$ cat config.mk
export PLATFORM = sky130hd
export DESIGN_NAME = spf_div
export DESIGN_NICKNAME = d
export VERILOG_FILES = /design/src/hdl/spf_pkg.sv /design/src/hdl/spf_div.sv
export SDC_FILE = /design/constraint.sdc
export NUM_CORES = 1
export LEC_CHECK = 0
export BUFFER_PORTS_ARGS = -buffer_cell sky130_fd_sc_hd__buf_2
export CORE_MARGIN = 5
export CORE_UTILIZATION = 29
export DETAILED_ROUTE_END_ITERATION = 8
export PLACE_DENSITY = 0.48
export SYNTH_ARGS = -nofsm -noshare
export SYNTH_HDL_FRONTEND = slang
export SYNTH_SLANG_ARGS = --single-unit
export TNS_END_PERCENT = 100
$ cat constraint.sdc
create_clock -name clk -period 7.96 [get_ports clk]
set_input_delay 0.796 -clock clk [delete_from_list [all_inputs] [get_ports clk]]
set_output_delay 0.796 -clock clk [all_outputs]
set_load 0.01 [all_outputs]
$ cat src/hdl/spf_pkg.sv
`default_nettype none
package spf_pkg;

  localparam int WORD_W  = 16;
  localparam int MAX_RES = 6;
  localparam int CNT_W   = 3;

  typedef enum logic [3:0] {
    ST_CLR,
    ST_SI_RD,
    ST_SI_CHK,
    ST_SJ_RD,
    ST_SJ_CHK,
    ST_IDLE,
    ST_RD,
    ST_LOOK,
    ST_DIV,
    ST_EMIT
  } state_t;

  typedef struct packed {
    logic              done;
    logic [WORD_W-1:0] quo;
    logic [WORD_W-1:0] rem;
  } div_res_t;

endpackage
`default_nettype wire

$ cat src/hdl/spf_div.sv
`default_nettype none
module spf_div
  import spf_pkg::*;
(
  input  wire logic              clk,
  input  wire logic              rst,
  input  wire logic              start,
  input  wire logic [WORD_W-1:0] dividend,
  input  wire logic [WORD_W-1:0] divisor,
  output div_res_t               res
);

  localparam int CW = $clog2(WORD_W + 1);

  logic [WORD_W-1:0] rem;
  logic [WORD_W-1:0] quo;
  logic [WORD_W-1:0] dvs;
  logic [CW-1:0]     cnt;
  logic              busy;
  logic              done;
  logic [WORD_W:0]   sh;
  logic              ge;
  logic [WORD_W:0]   diff;

  // one quotient bit per cycle, restoring
  always_comb begin
    sh   = {rem, quo[WORD_W-1]};
    diff = sh - {1'b0, dvs};
    ge   = (sh >= {1'b0, dvs});
  end

  always_ff @(posedge clk) begin
    if (rst) begin
      busy <= 1'b0;
      done <= 1'b0;
      cnt  <= '0;
    end else begin
      done <= 1'b0;
      if (start) begin
        busy <= 1'b1;
        cnt  <= CW'(WORD_W);
        rem  <= '0;
        quo  <= dividend;
        dvs  <= divisor;
      end else if (busy) begin
        rem <= ge ? diff[WORD_W-1:0] : sh[WORD_W-1:0];
        quo <= {quo[WORD_W-2:0], ge};
        cnt <= cnt - 1'b1;
        if (cnt == CW'(1)) begin
          busy <= 1'b0;
          done <= 1'b1;
        end
      end
    end
  end

  assign res.done = done;
  assign res.quo  = quo;
  assign res.rem  = rem;

endmodule
`default_nettype wire

* Yosys cells after proc, flatten, opt, wreduce, memory -nomap -nowiden
Index checks and enable logic that the tools add are counted.
** Cells by class
- Bitwise operators :: 2
- Magnitude comparators :: 1
- $add $sub $neg :: 2
- Reductions and logical operators :: 5
- Equal/unequal tests :: 1
- Multiplexer cells :: 10
** Operator list (count)
- $mux 16 :: 4
- $ge 17x16->1 :: 1
- $sub 16x16->16 :: 1
- $mux 5 :: 2
- $eq 5x1->1 const B :: 1
- $sub 5x1->5 const B :: 1
- $mux 1 :: 4
- $reduce_and 2->1 :: 2
- $reduce_or 3->1 :: 1
- $not 1->1 :: 2
- $reduce_bool 2->1 :: 1
- $reduce_or 2->1 :: 1
** Word-level totals
- Word-level logic and storage cells :: 28
- Input port bits :: 35
- Output and inout port bits :: 33
- Flip-flop bits (word level) :: 55

* Depth between registers and ports, before layout
- Word-level depth :: 4
- Mapped depth :: 10
- Gate-level depth less buffers :: 10

* Least setup slack after synthesis
OpenSTA, ideal clock, no wires.
- Path type :: input to register
- Start :: in start
- End :: reg quo[0] (enable)
- Arrival :: 2752 ps
- Path slack :: 4787 ps
- Stages on the path :: 4
- Cells stage by stage :: buf_2 buf_1 nor2_1 nor2_1
** On the way
- Longest elaborated chain between the ends :: 2
** RTL lines
- start: declaration :: line spf_div.sv:7 : input wire logic start,
- $reduce_bool 2->1 (no line)
- $reduce_and 2->1 (no line)
- end signal: assignment :: line spf_div.sv:43 : quo <= dividend;
- end signal: assignment :: line spf_div.sv:47 : quo <= {quo[WORD_W-2:0], ge};
- end: declaration :: line spf_div.sv:16 : logic [WORD_W-1:0] quo;
No other way between the ends.
A chain may end at the register's enable or synchronous reset.

* Final worst setup path
- Start :: reg rem[9]
- End :: reg rem[15] (data pin)
** On the way
- Longest elaborated chain between the ends :: 3
** RTL lines
- start: declaration :: line spf_div.sv:15 : logic [WORD_W-1:0] rem;
- start signal: assignment :: line spf_div.sv:46 : rem <= ge ? diff[WORD_W-1:0] : sh[WORD_W-1:0];
- $sub 16x16->16 / $ge 17x16->1 (equally long branches) :: line spf_div.sv:28, spf_div.sv:29
- $mux 16 (*) :: line spf_div.sv:46
- $mux 16 (*) :: line spf_div.sv:45 : end else if (busy) begin
Every way passes the cells marked *; elsewhere a longest branch is shown, timed or not. The select of a mux whose other input is x is not followed.

==> results.tsv <==
stage	metric	value	unit
worst_setup_path	critPathMaxFanout	21	
clocking	post_cts_resize_count	0	
floorplan	pin_count	68	
sta	holdWs	0.5164	ns
synth	synth_fp_nets	308	
synth	ys_ff_latch	55	
worst_setup_path	cp-end-kind	flop	
global_routing	gr-total-overflow	0	
sta	slew_violations	0	
routing	dr.pass1.iters	4	
global_routing	grt_max_degree	38	
routing	vias	2116	
power_and_ir_drop	clockPowerShare	0.228	
clocking	clk_pin_slew	0.11	ns
power_and_ir_drop	p_seq_frac	0.496	
global_routing	grt_pass1_wl	11230	um
worst_setup_path	worst-setup-path-type	reg -> reg	
sta	relSlewSlack	0.4591	
floorplan	die_x	112.5	um
synth	syn_area	0.003047	sq mm
sta	rsz0062_at_grt	false	
cells_and_area	antenna_cells	0	
floorplan	die-area	0.01266	sq mm
clocking	insertion_delay	0.32	ns
clocking	cts_setup_buffers	0	
clocking	numCtsBuffers	5	
synth	synth_area_per_cell	11.99	sq um
power_and_ir_drop	switching_power	223.1	uW
sta	max_freq	412.4	MHz
sta	worst_slew_pin_slew	0.8114	ns
cells_and_area	drive_above_1_share	0.3220	
routing	avgRoutedWirePerCell	14.45	um
cells_and_area	syn_to_final_growth	18.48	%
cells_and_area	fill_cells	1078	
run	cap_violations	0	
worst_setup_path	cp_slowest_cell	edfxtp_1	
worst_setup_path	cp_num_buf_inv	0	
sta	worst_clock_skew	0.01259	ns
clocking	clockBufferDepth	2	
sta	setup_viol_count_final	0	
worst_setup_path	slowest_delay	0.43	ns
synth	seq_area_frac_synth	0.5191	
global_routing	grtUsageTotal	0.1098	
floorplan	fp.dieH	112.5	um
placed_design	portBuffers	67	
placed_design	place_inst	451	
placed_design	place_congestion	0.8031	
clocking	cts_max_level	2	
synth	ys_types	44	
power_and_ir_drop	intPower	498.3	uW
synth	ys_top_cells_by_count	edfxtp_1, nor2_1, inv_1, ha_1, mux2_2	
clocking	clock-root-buffer	clkbuf_8	
sta	period_minus_slack	2.425	ns
synth	ys_warn_count	0	
synth	synth_top_cell_by_area	edfxtp_1	
worst_setup_path	path_delay_family	compound AO/OA/AOI/OAI gates	
placed_design	dp_hpwl	4810	um
power_and_ir_drop	swShare	0.3092	
sta	fin_crit_sh	0.3046	
worst_setup_path	cp-start-kind	flop	
routing	finalWirelength	6634	um
synth	yosysMostFrequentCell	edfxtp_1	
synth	synth-main-ff-cell	edfxtp_1	
floorplan	start_util	0.2964	
worst_setup_path	required	8.04	ns
global_routing	antenna_found_initial	0	
hold_path	worstHoldPathType	reg -> reg	
clocking	holdBufCountCts	0	
sta	hold_viol_final	0	
cells_and_area	finalNetCount	376	
synth	synth_top_area_share	0.4731	
synth	synth-async-reset-ratio	0	
power_and_ir_drop	vdd_drop_max	0.08826	mV
outcome	status	finished clean	
routing	drt_iter0_drc	46	
synth	synth-edff-count	48	
sta	fin_setup_tns	0	ns
floorplan	core_area	0.01028	sq mm
synth	yosys-top-cells-area	edfxtp_1, ha_1, mux2_2	
clocking	cts.sinks	55	
routing	drc_errors	0	
power_and_ir_drop	leakage	0.001570	uW
global_routing	first_global_vias	2270	
power_and_ir_drop	powerDensity	199.9	mW/mm^2
cells_and_area	finalNonFillerCells	459	
routing	routed_via_density	4.610	
synth	netlist_instances	254	
floorplan	fp-row-count	37	
power_and_ir_drop	pwr-share-comb	0.276	
clocking	cts_tree	built	
worst_setup_path	critical_path.cell_chain	ha_1 -> a211oi_1 -> nor2_1 -> a31o_4 -> a22oi_4 -> nand2_4 -> o21ai_0 -> a21oi_1	
worst_setup_path	worstPathArrival	2.50	ns
routing	antenna_left	0	
==> power groups by stage <==
stage               logic (uW)  clock network, uW  registers, uW
floorplan                  146                  0            369
global placement           201                  0            365
detailed placement         202                  0            364
CTS                        203                173            358
global route               228                182            361
finish                     199                165            358
==> cells by family after synthesis <==
| family | share of synthesized area |
|---|---|
| and+or+nand+nor | 0.1010 |
| DFF | 0.5191 |
| AOI/OAI and AO/OA | 0.1125 |
| buffers and inverters | 0.04107 |
| muxes | 0.09979 |
| adders and majority gates | 0.08049 |
| xor gates and xnor gates | 0.04599 |
==> layout make-up <==
class | instances | area [sq um] | area share
Clock inverter | 3 | 21.27 | 0.005893
Multi-Input combinational cell | 171 | 1343 | 0.3719
Tap cell | 136 | 170.2 | 0.04714
Sequential cell | 55 | 1582 | 0.4381
Inverter | 20 | 75.07 | 0.02080
Clock buffer | 5 | 68.82 | 0.01906
Timing Repair Buffer | 69 | 350.3 | 0.09705
==> through the flow <==
step,setup slack (ns),area (sq um),util,power [uW]
floorplan,4.787,3047,-,514.3
global placement,5.465,3520,0.3425,565.1
detailed placement,5.445,3520,0.3425,566.1
CTS,5.514,3610,0.3512,733.7
global route,5.232,3610,0.3512,770.8
finish,5.535,3610,0.3512,721.4
==> registers in the layout (all words and copies together), names as in the netlist <==
| name | count |
|---|---|
| busy | 1 |
| cnt | 5 |
| done | 1 |
| dvs | 16 |
| quo | 16 |
| rem | 16 |
==> worst register-to-register path: cells and delay by family (launching register included) <==
family,cells,cell delay (ns)
DFF,1,0.43
and+or+nand+nor,2,0.33
AOI/OAI and AO/OA,5,1.03
adders and majority gates,1,0.39
==> placed cells by master, fill, tap and decap left out, types with 3 or more instances in the layout <==
cell type and n:
nand3_1 4, inv_1 20, o21ai_0 5, nand2b_1 3, nand2_1 5, dfxtp_1 7
mux2_2 15, nor3_1 6, xnor2_1 12, a211oi_2 3, a21o_1 7, edfxtp_1 48
a211oi_1 4, xor2_1 4, nor2b_1 3, buf_2 67, and3_1 4, mux2i_1 12
clkbuf_8 5, ha_1 18, nor2_1 25, a21oi_1 13, or3_1 3
==> per-layer routing <==
layer	share of wire	track usage
met1	0.46	0.1426
met2	0.45	0.1728
met3	0.074	0.04043
met4	0.011	0.02965
met5	0	0
==> worst paths after layout <==
path	to	slack (ns)	depth (start not counted)	from
max	rem[15]$_SDFFCE_PP0P_	5.54	8	rem[9]$_SDFFCE_PP0P_
min	cnt[1]$_SDFFE_PP0P_	0.52	2	cnt[1]$_SDFFE_PP0P_
max reg2reg	rem[15]$_SDFFCE_PP0P_	5.54	8	rem[9]$_SDFFCE_PP0P_
min reg2reg	cnt[1]$_SDFFE_PP0P_	0.52	2	cnt[1]$_SDFFE_PP0P_
Power figures use the tool's default switching activity.
